File: config.mk
export PLATFORM = sky130hd
export DESIGN_NAME = ipq_issue
export DESIGN_NICKNAME = d
export VERILOG_FILES = /design/src/hdl/ipq_pkg.sv /design/src/hdl/ipq_issue.sv
export SDC_FILE = /design/constraint.sdc
export NUM_CORES = 1
export LEC_CHECK = 0
export BUFFER_PORTS_ARGS = -buffer_cell sky130_fd_sc_hd__buf_2
export CAP_MARGIN = 20
export CORE_MARGIN = 8
export CORE_UTILIZATION = 41
export CTS_CLUSTER_DIAMETER = 60
export DETAILED_ROUTE_END_ITERATION = 10
export PLACE_DENSITY_LB_ADDON = 0.2
export SLEW_MARGIN = 15
export SYNTH_ARGS = -nofsm -noshare
export SYNTH_HDL_FRONTEND = slang
export SYNTH_SLANG_ARGS = --single-unit
File: constraint.sdc
create_clock -name clk -period 3.6 [get_ports clk]
set_input_delay 1.08 -clock clk [delete_from_list [all_inputs] [get_ports clk]]
set_output_delay 1.08 -clock clk [all_outputs]
set_load 0.05 [all_outputs]
File: src/hdl/ipq_pkg.sv
// ----------------------------------------------------------------------------
// ipq_pkg
// Shared types and constants of the indexed priority queue: command and
// status codes, register indexes, port widths and the per-cell control word.
// ----------------------------------------------------------------------------
`default_nettype none

package ipq_pkg;

	localparam int OP_W    = 2;
	localparam int ID_W    = 8;
	localparam int LVL_W   = 7;
	localparam int ST_W    = 2;
	localparam int WIDX_W  = 1;
	localparam int TMP_W   = 18;

	localparam int DEF_MAX_ENTRIES = 256;
	localparam int DEF_LEVEL_BITS  = 7;

	localparam logic [LVL_W-1:0] MIN_LEVEL_RST = 7'd30;
	localparam logic [LVL_W-1:0] LEVEL_CAP_RST = 7'd100;

	typedef enum logic [OP_W-1:0] {
		OP_INSERT   = 2'd0,
		OP_INCREASE = 2'd1,
		OP_REMOVE   = 2'd2,
		OP_PEEK     = 2'd3
	} op_t;

	typedef enum logic [ST_W-1:0] {
		ST_OK      = 2'd0,
		ST_EMPTY   = 2'd1,
		ST_FULL    = 2'd2,
		ST_UNKNOWN = 2'd3
	} status_t;

	typedef enum logic [WIDX_W-1:0] {
		REG_MIN_LEVEL = 1'd0,
		REG_LEVEL_CAP = 1'd1
	} reg_idx_t;

	// control word that travels down the row with each transaction
	typedef struct packed {
		logic    valid;
		op_t     op;
		logic    seek;
		status_t status;
	} ctl_t;

endpackage

`default_nettype wire

File: src/hdl/ipq_issue.sv
// ----------------------------------------------------------------------------
// ipq_issue
// Front of the row: assigns arrival-ordered ids, clamps inserted levels,
// checks id range and presets the result of each transaction.
// ----------------------------------------------------------------------------
`default_nettype none

module ipq_issue #(
	parameter int MAX_ENTRIES = 256,
	parameter int ID_BITS     = 8,
	parameter int LEVEL_BITS  = 7,
	parameter int ARG_BITS    = 7
) (
	input  wire                         clk,
	input  wire                         arst_n,
	input  wire                         accept,
	input  wire  [ipq_pkg::OP_W-1:0]    op,
	input  wire  [ipq_pkg::ID_W-1:0]    entry_id,
	input  wire  [ipq_pkg::LVL_W-1:0]   level,
	input  wire  [ipq_pkg::LVL_W-1:0]   increment,
	input  wire  [LEVEL_BITS-1:0]       level_cap,
	output ipq_pkg::ctl_t               ctl,
	output logic [ID_BITS-1:0]          id,
	output logic [ARG_BITS-1:0]         arg,
	output logic [ID_BITS-1:0]          rid,
	output logic [LEVEL_BITS-1:0]       rlvl
);
	import ipq_pkg::*;

	localparam int NID_BITS = $clog2(MAX_ENTRIES + 1);
	localparam logic [NID_BITS-1:0] NID_FULL = NID_BITS'(MAX_ENTRIES);

	logic [NID_BITS-1:0]   next_id_q;
	logic [TMP_W-1:0]      id_wide;
	logic [TMP_W-1:0]      lvl_wide;
	logic [LEVEL_BITS-1:0] lvl_in;
	logic [LEVEL_BITS-1:0] lvl_clamp;
	logic                  full;
	op_t                   op_c;

	assign op_c      = op_t'(op);
	assign id_wide   = TMP_W'(entry_id);
	assign lvl_wide  = TMP_W'(level);
	assign lvl_in    = lvl_wide[LEVEL_BITS-1:0];
	assign lvl_clamp = (lvl_in > level_cap) ? level_cap : lvl_in;
	assign full      = (next_id_q == NID_FULL);

	always_comb begin
		ctl.valid  = accept;
		ctl.op     = op_c;
		ctl.seek   = 1'b0;
		ctl.status = ST_EMPTY;
		id         = id_wide[ID_BITS-1:0];
		arg        = ARG_BITS'(increment);
		rid        = '0;
		rlvl       = '0;
		case (op_c)
			OP_INSERT: begin
				if (full) begin
					ctl.status = ST_FULL;
				end else begin
					ctl.status = ST_OK;
					ctl.seek   = 1'b1;
					id         = next_id_q[ID_BITS-1:0];
					arg        = ARG_BITS'(lvl_clamp);
					rid        = next_id_q[ID_BITS-1:0];
					rlvl       = lvl_clamp;
				end
			end
			OP_INCREASE, OP_REMOVE: begin
				ctl.status = ST_UNKNOWN;
				ctl.seek   = (id_wide < TMP_W'(MAX_ENTRIES));
			end
			OP_PEEK: begin
				ctl.status = ST_EMPTY;
			end
			default: begin
				ctl.status = ST_EMPTY;
			end
		endcase
	end

	always_ff @(posedge clk or negedge arst_n) begin
		if (!arst_n) begin
			next_id_q <= '0;
		end else if (accept && (op_c == OP_INSERT) && !full) begin
			next_id_q <= next_id_q + 1'b1;
		end
	end

endmodule

`default_nettype wire

# After elaboration in Yosys (flattened, before gate mapping)
# Cells that the tools add are included.
dict set report word_totals {
  ff_bits 9
  input_bits 34
  out_inout_bits 36
}
dict set report op_classes {
  addsub 1
  order_cmp 2
  n_eq_ne 4
  n_mux 13
  reduce_logical 5
}
# operator count
set ops {}
lappend ops {{two-way mux 7 bit} 5}
lappend ops {{two-way mux 8 bit} 4}
lappend ops {{adder 9 x 1 -> 9 bit, second input constant} 1}
lappend ops {{== test 9 bit, second input constant} 1}
lappend ops {{< comparator 8 x 9 -> 1 bit, second input constant} 1}
lappend ops {{greater-than comparator 7 bit} 1}
lappend ops {{case mux 2 bit (3 select lines)} 1}
lappend ops {{== test 2 bit, second input constant} 2}
lappend ops {{== test 2 x 1 -> 1 bit, second input constant} 1}
lappend ops {{logical AND 1 bit} 2}
lappend ops {{zero test 2 bit} 1}
lappend ops {{two-way mux 2 bit} 1}
lappend ops {{case mux 1 bit (2 select lines)} 1}
lappend ops {{OR reduction 2 bit} 1}
lappend ops {{zero test 1 bit} 1}
lappend ops {{two-way mux 1 bit} 1}

# Logic depth before layout (Yosys ltp)
dict set report logic_depth {
  word_depth 4
  ltp_mapped 8
}

# Least setup slack after synthesis
# Ideal clock, no wire load.
dict set report synth_timing {
  path_kind {input to output}
  startpoint {in level_cap[6]}
  endpoint {out arg[6]}
  setup_slack_ps -453
  stages 7
  t_required_ps 2520
  t_arrival_ps 2973
  n_path_buf 0
  cell_sequence {inv_1 -> ha_1 -> nand4_1 -> a21oi_1 -> nor2_1 -> mux2i_1 -> o21ai_0}
}
dict set report synth_via {
  elab_chain_len 4
}
# item line_no
set synth_rtl {}
lappend synth_rtl {{from (decl)} ipq_issue.sv:21} ;# input wire [LEVEL_BITS-1:0] level_cap,
lappend synth_rtl {{greater-than comparator 7 bit} ipq_issue.sv:45} ;# assign lvl_clamp = (lvl_in > level_cap) ? level_cap : lvl_in;
lappend synth_rtl {{two-way mux 7 bit *} ipq_issue.sv:45}
lappend synth_rtl {{two-way mux 7 bit *} ipq_issue.sv:59} ;# if (full) begin
lappend synth_rtl {{two-way mux 7 bit *} ipq_issue.sv:57} ;# case (op_c)
lappend synth_rtl {{to (decl)} ipq_issue.sv:24} ;# output logic [ARG_BITS-1:0] arg,
# Every way passes the cells marked *; elsewhere a longest branch is shown, timed or not.

# Final worst setup path
dict set report layout_timing {
  startpoint {in level_cap[6]}
  endpoint {out arg[4]}
}
dict set report layout_via {
  elab_chain_len 4
}
# item line_no
set layout_rtl {}
lappend layout_rtl {{greater-than comparator 7 bit} ipq_issue.sv:45}
lappend layout_rtl {{two-way mux 7 bit} ipq_issue.sv:45}
lappend layout_rtl {{two-way mux 7 bit} ipq_issue.sv:59}
lappend layout_rtl {{two-way mux 7 bit} ipq_issue.sv:57}
# Every way passes these cells.

==> results.sh <==
export IMPL_cts_tree="built"
export IMPL_drc_errors=0
export IMPL_setup_tns_final_ns=-1.61
export IMPL_gp_congestion=0.845
export IMPL_firstDrtPassIters=4
export IMPL_tightest_slew_ns=0.306
export IMPL_rsz0062_at_grt="true"
export IMPL_timing_fmax_ghz=0.264
export IMPL_cts_sinks=9
export IMPL_setup_viol=14
export IMPL_drt_total_wl_mm=4.42
export IMPL_startpoint="level_cap[6]"
export IMPL_syn_inst=126
export IMPL_start_util_pct=42.1
export IMPL_io_buffers=69
export IMPL_grt_start_max_net_pins=15
export IMPL_synth_edf_count=0
export IMPL_synthArstFlopShare_pct=100
export IMPL_vias=1240
export IMPL_dpl_hpwl_mm=2.89
export IMPL_leakagePower_nw=0.991
export IMPL_path_max_fanout=6
export IMPL_drv_cap=0
export IMPL_antenna_cells=0
export IMPL_finalCritPeriodShare_pct=105
export IMPL_status="finished with violations"
export IMPL_min_path_cells=1
export IMPL_top_regs="next_id_q x9"
export IMPL_clk_latency_ns=0.26
export IMPL_period_needed_ns=3.78
export IMPL_fin_skew_ns=0.00310
export IMPL_crit_arrival_ns=2.70
export IMPL_final_setup_worst_slack_ns=-0.185
export IMPL_cts_buffers=3
export IMPL_final_nets=257
export IMPL_synth_top_cell_area_share_pct=22.2
export IMPL_violations="setup timing"
export IMPL_worstSetupPathType="input pin to primary output"
export IMPL_drv_slew=0
export IMPL_fillers=135
export IMPL_cts_buffer_depth=2
export IMPL_drtAntennaViolNets=0
export IMPL_first_global_vias=1324
export IMPL_min_from="next_id_q[8]"
export IMPL_cts_max_level=1
export IMPL_place_area_um2=1610
export IMPL_num_io_pins=70
export IMPL_power_total_mw=0.672
export IMPL_cts_hold_buffers=0
export IMPL_ys_top_cells_by_area="dfrtp_1, ha_1, mux2i_1"
export IMPL_finalHoldViolCount=0
export IMPL_ys_warnings_count=0
export IMPL_drive_gt1_share_pct=64.9
export IMPL_synth_avg_cell_area_um2=8.04
export IMPL_synth_nets=171
export IMPL_largest_reg_flops=9
export IMPL_reg2reg_depth=5
export IMPL_cp_required_ns=2.52
export IMPL_hold_worst_slack_ns=0.482
export IMPL_die_width_um=65.7
export IMPL_cp_end_kind="primary output"
export IMPL_slew_headroom_pct=79.6
export IMPL_min_path_type="flip-flop to flip-flop"
export IMPL_synth_cell_types=26
export IMPL_seq_area_frac_synth_pct=22.2
export IMPL_drt_iter0_markers=22
export IMPL_ys_top_cells_by_count="nor2_1, inv_1, ha_1, dfrtp_1, mux2i_1"
export IMPL_worstSetupStartpointType="input pin"
export IMPL_regMostFlops="next_id_q"
export IMPL_ys_ff_latch=9
export IMPL_reg2reg_from="next_id_q[3]"
export IMPL_track_usage_pct=18.8
export IMPL_dieArea_um2=4320
export IMPL_stdcell_area_um2=1980
export IMPL_wl_per_cell_um=18.3
export IMPL_grt_pass1_wl_mm=6.38
export IMPL_synth_most_common_cell="nor2_1"
export IMPL_ir_worst_vdd_uv=322
export IMPL_power_density_nw_per_um2=340
export IMPL_clkSlewWorstSetupHoldPaths_ns=0.06
export IMPL_area_growth_pct=94.9
export IMPL_fp_row_count=18
export IMPL_yosys_most_used_dff="dfrtp_1"
export IMPL_synthesis_area_um2=1010
export IMPL_cts_root_buf="clkbuf_4"
export IMPL_die_h_um=65.7
export IMPL_antenna_found_initial=0
export IMPL_grt_overflow_total=0
export IMPL_rrSetupSlack_ns=1.79
export IMPL_synth_area_leader_cell="dfrtp_1"
export IMPL_core_area_um2=2410
export IMPL_via_per_inst=5.15
final timing paths:
path,end
worst min-delay path,next_id_q[8]
worst max-delay path,arg[4]
max in group asynchronous,next_id_q[0]
worst min register to register,next_id_q[8]
worst max register to register,next_id_q[1]
min in group asynchronous,next_id_q[7]
metrics by stage:
step	setup WS [ns]	util, %	cells
floorplan	-0.226	-	126
global placement	-0.233	66.8	236
detailed placement	-0.317	66.8	236
CTS	-0.0359	80.3	240
global route	-0.219	82.0	241
finish	-0.185	82.0	241
placed cells by master, fill, tap and decap left out, types with 2 or more instances in the layout:
master,synthesis,final
buf_2,1,45
buf_6,2,20
buf_4,4,19
nor2_1,18,10
dfrtp_1,9,9
inv_1,14,8
nand2_1,7,7
a21o_1,7,7
mux2i_4,0,7
nor2_4,0,7
nand3_1,6,6
a21oi_4,0,6
ha_4,0,6
and2_1,5,5
nor2_2,4,5
ha_1,11,5
inv_2,0,4
a21oi_2,6,4
xnor2_1,4,4
xor2_1,4,4
nand4_1,3,3
clkbuf_4,0,3
buf_8,0,3
inv_4,0,2
o21ai_2,0,2
area by class of cell:
class	count	area (µm²)	share of cell area, %
clock buffers	4	26.3	1.33
flip-flops and latches	9	225	11.4
well taps	30	37.5	1.90
multi-input cells	96	971	49.1
repair buffers	88	658	33.3
inverters	14	57.6	2.91
worst max-delay path: stages:
cell and delay, ns:
buf_6 0.08, inv_2 0.04, ha_4 0.28, nand4_1 0.16, nor2_1 0.15, o21bai_4 0.14
buf_12 0.17, mux2i_4 0.33, a21oi_4 0.10, buf_6 0.16
cells by family (layout without fill, tap and decap cells):
logic type / after synthesis / count (layout) / share of synthesized area [%]
muxes: 9 / 9 / 9.01
buffers and inverters: 21 / 106 / 10.9
AOI/OAI and AO/OA: 21 / 21 / 14.9
adders and majority gates: 11 / 11 / 13.6
DFF: 9 / 9 / 22.2
xor gates and xnor gates: 8 / 8 / 6.91
and+or+nand+nor: 47 / 47 / 22.5
power breakdown:
group / total, mW / switching, mW / internal, mW
clock: 0.0788 / 0.0361 / 0.0428
sequential: 0.161 / 0.0335 / 0.127
combinational: 0.433 / 0.263 / 0.170
metal layers:
layer  track usage, %  share of wire, %  vias to the layer above
met5                0                 0                        -
met4             7.08               3.0                        0
met3             2.72               5.2                       12
met2             38.1                56                       37
met1             18.3                36                      603
li1                 -                 -                      588
timing repair:
item                                    CTS  global route
pin swaps                                15             3
setup buffers                             0             1
endpoints found under the hold margin     0             0
cloned                                    0             0
resized for setup                        64             9
endpoints found under the setup margin   14            14
(Power assumes the default switching activity.)
