--- src/hdl/ipq_pkg.sv ---
// ----------------------------------------------------------------------------
// ipq_pkg
// Shared types and constants of the indexed priority queue: command and
// status codes, register indexes, port widths and the per-cell control word.
// ----------------------------------------------------------------------------
`default_nettype none

package ipq_pkg;

	localparam int OP_W    = 2;
	localparam int ID_W    = 8;
	localparam int LVL_W   = 7;
	localparam int ST_W    = 2;
	localparam int WIDX_W  = 1;
	localparam int TMP_W   = 18;

	localparam int DEF_MAX_ENTRIES = 256;
	localparam int DEF_LEVEL_BITS  = 7;

	localparam logic [LVL_W-1:0] MIN_LEVEL_RST = 7'd30;
	localparam logic [LVL_W-1:0] LEVEL_CAP_RST = 7'd100;

	typedef enum logic [OP_W-1:0] {
		OP_INSERT   = 2'd0,
		OP_INCREASE = 2'd1,
		OP_REMOVE   = 2'd2,
		OP_PEEK     = 2'd3
	} op_t;

	typedef enum logic [ST_W-1:0] {
		ST_OK      = 2'd0,
		ST_EMPTY   = 2'd1,
		ST_FULL    = 2'd2,
		ST_UNKNOWN = 2'd3
	} status_t;

	typedef enum logic [WIDX_W-1:0] {
		REG_MIN_LEVEL = 1'd0,
		REG_LEVEL_CAP = 1'd1
	} reg_idx_t;

	// control word that travels down the row with each transaction
	typedef struct packed {
		logic    valid;
		op_t     op;
		logic    seek;
		status_t status;
	} ctl_t;

endpackage

`default_nettype wire

--- src/hdl/ipq_cell.sv ---
// ----------------------------------------------------------------------------
// ipq_cell
// One queue entry: live mark and level. Applies insert, increase and remove
// when addressed and folds its entry into a passing peek, then hands the
// transaction to the next cell.
// ----------------------------------------------------------------------------
`default_nettype none

module ipq_cell #(
	parameter int CELL_ID    = 0,
	parameter int ID_BITS    = 8,
	parameter int LEVEL_BITS = 7,
	parameter int ARG_BITS   = 7
) (
	input  wire                        clk,
	input  wire                        arst_n,
	input  wire  [LEVEL_BITS-1:0]      min_level,
	input  wire  [LEVEL_BITS-1:0]      level_cap,
	input  wire  ipq_pkg::ctl_t        ctl_in,
	input  wire  [ID_BITS-1:0]         id_in,
	input  wire  [ARG_BITS-1:0]        arg_in,
	input  wire  [ID_BITS-1:0]         rid_in,
	input  wire  [LEVEL_BITS-1:0]      rlvl_in,
	output ipq_pkg::ctl_t              ctl_out,
	output logic [ID_BITS-1:0]         id_out,
	output logic [ARG_BITS-1:0]        arg_out,
	output logic [ID_BITS-1:0]         rid_out,
	output logic [LEVEL_BITS-1:0]      rlvl_out
);
	import ipq_pkg::*;

	localparam logic [ID_BITS-1:0] MY_ID = ID_BITS'(CELL_ID);

	logic                  live_q;
	logic [LEVEL_BITS-1:0] lvl_q;
	ctl_t                  ctl_q;
	logic [ID_BITS-1:0]    id_q;
	logic [ARG_BITS-1:0]   arg_q;
	logic [ID_BITS-1:0]    rid_q;
	logic [LEVEL_BITS-1:0] rlvl_q;

	logic                  hit;
	logic [ARG_BITS:0]     sum;
	logic [LEVEL_BITS-1:0] inc_lvl;
	logic                  live_d;
	logic                  lvl_we;
	logic [LEVEL_BITS-1:0] lvl_d;
	ctl_t                  ctl_d;
	logic [ID_BITS-1:0]    rid_d;
	logic [LEVEL_BITS-1:0] rlvl_d;

	assign hit = ctl_in.valid && ctl_in.seek && (id_in == MY_ID);
	assign sum = (ARG_BITS+1)'(lvl_q) + (ARG_BITS+1)'(arg_in);

	always_comb begin
		if (lvl_q < level_cap) begin
			inc_lvl = (sum > (ARG_BITS+1)'(level_cap)) ? level_cap : sum[LEVEL_BITS-1:0];
		end else begin
			inc_lvl = lvl_q;
		end
	end

	always_comb begin
		ctl_d  = ctl_in;
		rid_d  = rid_in;
		rlvl_d = rlvl_in;
		live_d = live_q;
		lvl_we = 1'b0;
		lvl_d  = inc_lvl;
		if (ctl_in.valid) begin
			case (ctl_in.op)
				OP_INSERT: begin
					if (hit) begin
						live_d     = 1'b1;
						lvl_we     = 1'b1;
						lvl_d      = arg_in[LEVEL_BITS-1:0];
						ctl_d.seek = 1'b0;
					end
				end
				OP_INCREASE: begin
					if (hit) begin
						ctl_d.seek = 1'b0;
						if (live_q) begin
							lvl_we       = 1'b1;
							ctl_d.status = ST_OK;
							rlvl_d       = inc_lvl;
						end
					end
				end
				OP_REMOVE: begin
					if (hit) begin
						ctl_d.seek = 1'b0;
						if (live_q) begin
							live_d       = 1'b0;
							ctl_d.status = ST_OK;
							rlvl_d       = '0;
						end
					end
				end
				OP_PEEK: begin
					if (live_q && (lvl_q >= min_level) &&
						((ctl_in.status != ST_OK) || (lvl_q > rlvl_in))) begin
						ctl_d.status = ST_OK;
						rid_d        = MY_ID;
						rlvl_d       = lvl_q;
					end
				end
				default: begin
					ctl_d = ctl_in;
				end
			endcase
		end
	end

	always_ff @(posedge clk or negedge arst_n) begin
		if (!arst_n) begin
			live_q <= 1'b0;
			ctl_q  <= '0;
		end else begin
			live_q <= live_d;
			ctl_q  <= ctl_d;
		end
	end

	always_ff @(posedge clk) begin
		if (lvl_we) begin
			lvl_q <= lvl_d;
		end
		id_q   <= id_in;
		arg_q  <= arg_in;
		rid_q  <= rid_d;
		rlvl_q <= rlvl_d;
	end

	assign ctl_out  = ctl_q;
	assign id_out   = id_q;
	assign arg_out  = arg_q;
	assign rid_out  = rid_q;
	assign rlvl_out = rlvl_q;

endmodule

`default_nettype wire

--- config.mk ---
export PLATFORM = sky130hd
export DESIGN_NAME = ipq_cell
export DESIGN_NICKNAME = d
export VERILOG_FILES = /design/src/hdl/ipq_pkg.sv /design/src/hdl/ipq_cell.sv
export SDC_FILE = /design/constraint.sdc
export NUM_CORES = 1
export LEC_CHECK = 0
export BUFFER_PORTS_ARGS = -buffer_cell sky130_fd_sc_hd__buf_2
export CAP_MARGIN = 0
export CORE_ASPECT_RATIO = 1.1
export CORE_UTILIZATION = 45
export CTS_CLUSTER_DIAMETER = 80
export DETAILED_ROUTE_END_ITERATION = 8
export PLACE_DENSITY = 0.84
export SLEW_MARGIN = 40
export SYNTH_ARGS = -nofsm -noshare
export SYNTH_HDL_FRONTEND = slang
export SYNTH_SLANG_ARGS = --single-unit
--- constraint.sdc ---
create_clock -name clk -period 3.4 [get_ports clk]
set_input_delay 0.68 -clock clk [delete_from_list [all_inputs] [get_ports clk]]
set_output_delay 0.68 -clock clk [all_outputs]
set_load 0.05 [all_outputs]
# Word level (Yosys, flattened, before mapping)
# Cells that the tools add are included.
[totals]
reg_bits = 44
inputBits = 52
out_inout_bits = 36
wordCells = 61
[op_classes]
add_sub_neg = 1
magnitude_cmp = 4
eq_ne = 5
n_mux = 30
reduce_logical = 11
[ops]
columns = ["op", "n"]
rows = [
  ["$mux W7", 11],
  ["$mux W8", 3],
  ["$pmux W7 S3", 1],
  ["$add A7 B7 Y8", 1],
  ["$gt A8 B7 Y1", 1],
  ["$logic_not A8 Y1", 1],
  ["$ge A7 B7 Y1", 1],
  ["$gt A7 B7 Y1", 1],
  ["$lt A7 B7 Y1", 1],
  ["$mux W1", 7],
  ["$mux W6", 1],
  ["$pmux W1 S2", 3],
  ["$eq A2 B2 Y1 const B", 2],
  ["$logic_and A1 B1 Y1", 4],
  ["$mux W2", 2],
  ["$ne A2 B2 Y1 const B", 2],
  ["$pmux W2 S2", 1],
  ["$reduce_and A4 Y1", 1],
  ["$reduce_bool A2 Y1", 2],
  ["$mux W3", 1],
  ["$eq A2 B1 Y1 const B", 1],
  ["$logic_not A2 Y1", 1],
  ["$reduce_or A2 Y1", 1],
  ["$logic_or A1 B1 Y1", 1],
]

# Logic depth before layout (Yosys ltp)
[logic_depth]
word_depth = 8
ltp_mapped = 14

# Worst setup path before layout
# No wires, ideal clock.
[synth_timing]
kind = "input to register"
from = "in arg_in[0]"
to = "reg rlvl_q[0] (netlist: rlvl_out[0])"
setup_ps = 123
t_arrival_ps = 3490
required_ps = 3277
setup_slack_ps = -213
path_stages = 14
path_buffers = 0
cell_sequence = "ha_1 -> fa_1 -> a211oi_1 -> o21bai_1 -> a21oi_1 -> xnor2_1 -> ha_1 -> nand3_1 -> nor2_1 -> a211oi_1 -> a211oi_4 -> mux2i_1 -> nor2_1 -> a221o_2"
[synth_between]
elab_chain_cells = 8
[synth_lines]
columns = ["item", "line", "source"]
rows = [
  ["from (decl)", "ipq_cell.sv:21", "input wire [ARG_BITS-1:0] arg_in,"],
  ["$add A7 B7 Y8 (*)", "ipq_cell.sv:53", "assign sum = (ARG_BITS+1)'(lvl_q) + (ARG_BITS+1)'(arg_in);"],
  ["$gt A8 B7 Y1", "ipq_cell.sv:57", "inc_lvl = (sum > (ARG_BITS+1)'(level_cap)) ? level_cap : sum[LEVEL_BITS-1:0];"],
  ["$mux W7 (*)", "ipq_cell.sv:57", ""],
  ["$mux W7 (*)", "ipq_cell.sv:56", "if (lvl_q < level_cap) begin"],
  ["$mux W7 (*)", "ipq_cell.sv:83", "if (live_q) begin"],
  ["$mux W7 (*)", "ipq_cell.sv:81", "if (hit) begin"],
  ["$pmux W7 S3 (*)", "ipq_cell.sv:71", "case (ctl_in.op)"],
  ["$mux W7 (*)", "ipq_cell.sv:70", "if (ctl_in.valid) begin"],
  ["net rlvl_d[0]", "ipq_cell.sv:50", "logic [LEVEL_BITS-1:0] rlvl_d;"],
  ["to (signal assigned)", "ipq_cell.sv:132", "rlvl_q <= rlvl_d;"],
  ["to (decl)", "ipq_cell.sv:40", "logic [LEVEL_BITS-1:0] rlvl_q;"],
]
# Mark *: on every way through the listed nets, which the timed path passes. The rest lies on a longest branch.
# A chain may end at the register's enable or synchronous reset.

# Worst setup path in the final report
[layout_timing]
from = "reg lvl_q[1]"
to = "reg rlvl_q[1] (netlist: rlvl_out[1])"
[layout_between]
elab_chain_cells = 8
[layout_lines]
columns = ["item", "line", "source"]
rows = [
  ["from (decl)", "ipq_cell.sv:35", "logic [LEVEL_BITS-1:0] lvl_q;"],
  ["from (signal assigned)", "ipq_cell.sv:127", "lvl_q <= lvl_d;"],
  ["$add A7 B7 Y8", "ipq_cell.sv:53", ""],
  ["$gt A8 B7 Y1", "ipq_cell.sv:57", ""],
  ["$mux W7", "ipq_cell.sv:57", ""],
  ["$mux W7", "ipq_cell.sv:56", ""],
  ["$mux W7", "ipq_cell.sv:83", ""],
  ["$mux W7", "ipq_cell.sv:81", ""],
  ["$pmux W7 S3 (*)", "ipq_cell.sv:71", ""],
  ["$mux W7 (*)", "ipq_cell.sv:70", ""],
  ["net rlvl_d[1]", "ipq_cell.sv:50", ""],
]
# Marked as above.

==> results.md <==
* First-pass GRT wire length at a little over 10 mm
* Fin. max-slew vios at 0
* GRT Total Usage at between 20% and 30%
* Hold crit path type: in -> async
* Worst-Skew Late Latency at roughly 300 ps
* Hold_ws at ~190 ps
* DRT iter0 DRCs at 180
* Status: finished, violations left
* Core Region at around 5400 sq um
* Number of nets in the layout at approximately 460
* CP Capture Type: flip-flop
* Number of synthesized flops with an enable pin at 7
* Synth top area share at roughly a quarter
* Residual DRC count at 0
* Starting density of the core at between 40% and 50%
* Synth Cell Area at between 2000 and 3000 sq um
* Gate Count Post-Synth at 249
* Max Fclk at 290 MHz
* Setup_tns at -82.7 ps
* Number of H-tree levels at 2
* RSZ-0062 raised after global routing: true
* Average size of a mapped cell at just over 10 sq um
* Worst EP arrival at 3630 ps
* Detailed placement HPWL at 5.13 mm
* Row count at 28
* Routability cong. at approximately 0.86
* Asr flop ratio synth at around 16%
* Post-route minimum period at roughly 3400 ps
* IR drop worst, VDD at approximately 0.00022 V
* MaxCap Viol Count at 0
* Tightest Pin Transition at 702 ps
* Clk slew on worst S/H paths at 90 ps
* Final worst slack at -44.7 ps
* CP startpoint kind: flip-flop
* Root Buffer: clkbuf_8
* #FFs+latches synth at between 40 and 50
* Hold Vio Cnt, Final at 0
* DRT Pass-1 Iters at 4
* Io pins at between 80 and 90
* Worst-path fanout max at 6
* Largest net degree at the start of global routing at 16
* Commonest register cell after synthesis: dfxtp_1
* CP required at around 3600 ps
* Crit Path Category: reg -> reg
* Slew headroom at 53.1%
* CTS max path bufs at 2
* Clock buffer count from CTS at 5
* Final Total Pwr at 1.33 mW
* Vias in the first global route at around 2200
* Failing checks: negative setup slack
* Yosys top cell by area: dfxtp_1
* LEAKAGE at ~1.7 nW
* Tcrit/Tclk final at 101%
* Die span in y at around 80 um
* Share of cells above drive strength 1 at 41.1%
* Via density at around 5.3
* Non-filler cells, final at approximately 440
* Setup-failing EPs final at 4
* Initial antenna violation count at 0
* Inst Count DP at between 400 and 500
* Antenna violation net count after detailed routing at 0
* Pwr/cell area at about 380 nW/um^2
* Die Wd at ~73 um
* # hold bufs at CTS at 0
* YS warnings at 0
* DRT Wirelength at 6.67 mm
* FF-to-FF setup slack at -40 ps
* Clock skew at 7.67 ps
* Area of the die at 5890 sq um
* CTS sink cnt at 44
* Antenna Cells at 0
* Netlist cell types at 50
* Synth Net Count at 340
* Area contributors post-synth: dfxtp_1 24%, ha_1 19%, edfxtp_1 8.4%, dfrtp_1 7.0%, inv_1 3.6%
* Sequential fraction of the synthesis area at approximately two fifths
* CTS tree: yes
* Drt wl/cell at roughly 15 um
* Vias at ~2300
* IO Port Bufs at 87
* Layout area overhead at 39.1%
* Grt total ovfl at 0
==> path summary, 6_finish.rpt <==
path / from / to / cells past startpoint
worst max-delay path: lvl_q[1]$_DFFE_PP_ / rlvl_out[1]$_DFF_P_ / 15
max in group asynchronous: arst_n / ctl_out[1]$_DFF_PN0_ / 1
worst min register to register: live_q$_DFFE_PN0P_ / rlvl_out[5]$_DFF_P_ / 2
min in group clk: id_in[3] / id_out[3]$_DFF_P_ / 1
worst min-delay path: arst_n / ctl_out[3]$_DFF_PN0_ / 1
worst max register to register: lvl_q[1]$_DFFE_PP_ / rlvl_out[1]$_DFF_P_ / 15
==> timing repair <==
action / CTS / global route
pin swaps: 5 / 10
buffers inserted: 2 / 2
setup endpoints to repair: 5 / 14
resized for setup: 5 / 17
==> synthesized netlist by cell type (all sizes together), types with 2 or more instances <==
| cell | instances |
|---|---|
| nor2 | 20 |
| a21o | 8 |
| ha | 38 |
| nand2 | 9 |
| nor3 | 2 |
| and4 | 2 |
| a221o | 6 |
| a2111oi | 2 |
| xor2 | 2 |
| nand2b | 2 |
| nor2b | 14 |
| dfrtp | 7 |
| o21ai | 12 |
| nand3 | 3 |
| nor4 | 2 |
| inv | 24 |
| a21oi | 14 |
| o31ai | 2 |
| a211oi | 5 |
| a31oi | 2 |
| o211ai | 2 |
| o21bai | 3 |
| nand4 | 3 |
| dfxtp | 30 |
| a22oi | 6 |
| xnor2 | 2 |
| edfxtp | 7 |
| mux2i | 6 |
==> per-stage QoR <==
step | instance area [sq um] | utilization [%] | setup slack (ps)
finish | 3490 | 64.8 | -44.7
global route | 3490 | 64.8 | -187
CTS | 3400 | 63.0 | -4.02
detailed placement | 3260 | 60.3 | -387
global placement | 3260 | 60.3 | -258
floorplan | 2570 | - | -28.7
==> cells by family (layout without fill, tap and decap cells) <==
family | Yosys count | in the layout | share of synthesized area, %
fa+ha+maj | 39 | 39 | 19.7
buf+inv | 26 | 144 | 4.03
mux | 6 | 6 | 2.39
compound gates | 69 | 69 | 20.2
xor+xnor | 4 | 4 | 1.39
flops | 44 | 44 | 39.2
simple gates | 61 | 61 | 13.0
==> cells in the final DEF, fill, tap and decap left out, drive strengths merged, types with 3 or more instances in the layout <==
master and n:
a211oi 5, a21o 8, a21oi 14, a221o 6, a22oi 6, buf 112
clkbuf 5, dfrtp 7, dfxtp 30, edfxtp 7, ha 38, inv 24
mux2i 6, nand2 9, nand3 3, nand4 3, nor2 20, nor2b 14
o21ai 12, o21bai 3
==> power breakdown <==
part / internal, mW / switching [mW]
clock network: 0.221 / 0.183
registers: 0.556 / 0.00623
logic: 0.142 / 0.227
total: 0.919 / 0.416
==> metal layers <==
metal  GRT usage, %  wire, um  vias to the layer above
met5              0         0                        -
met4           6.08       119                        0
met3           4.77       480                       12
met2           39.8      3380                       94
met1           27.4      2690                     1096
li1               -         -                     1141
==> sequential cells by signal, indices dropped and copies added, names as in the netlist <==
name,cells
arg_out,7
ctl_out,6
id_out,8
live_q,1
lvl_q,7
rid_out,8
rlvl_out,7
==> critical path, cell delays in order (launching register included) <==
cell and delay, ps:
edfxtp_1 480, buf_6 160, fa_2 380, a211oi_2 200, o21bai_1 80, a21oi_1 160
xnor2_1 110, ha_1 340, nand3_2 130, nor2_4 160, o21bai_4 90, a211oi_4 210
buf_6 180, mux2i_2 270, nor2_1 70, a221o_2 300
==> layout make-up <==
class | count | area [sq um]
Fill cell | 422 | 1900
Multi-Input combinational cell | 179 | 1560
Sequential cell | 44 | 986
Timing Repair Buffer | 112 | 647
Tap cell | 75 | 93.8
Inverter | 24 | 90.1
Clock buffer | 5 | 68.8
Clock inverter | 3 | 47.5
(Power assumes the default switching activity.)
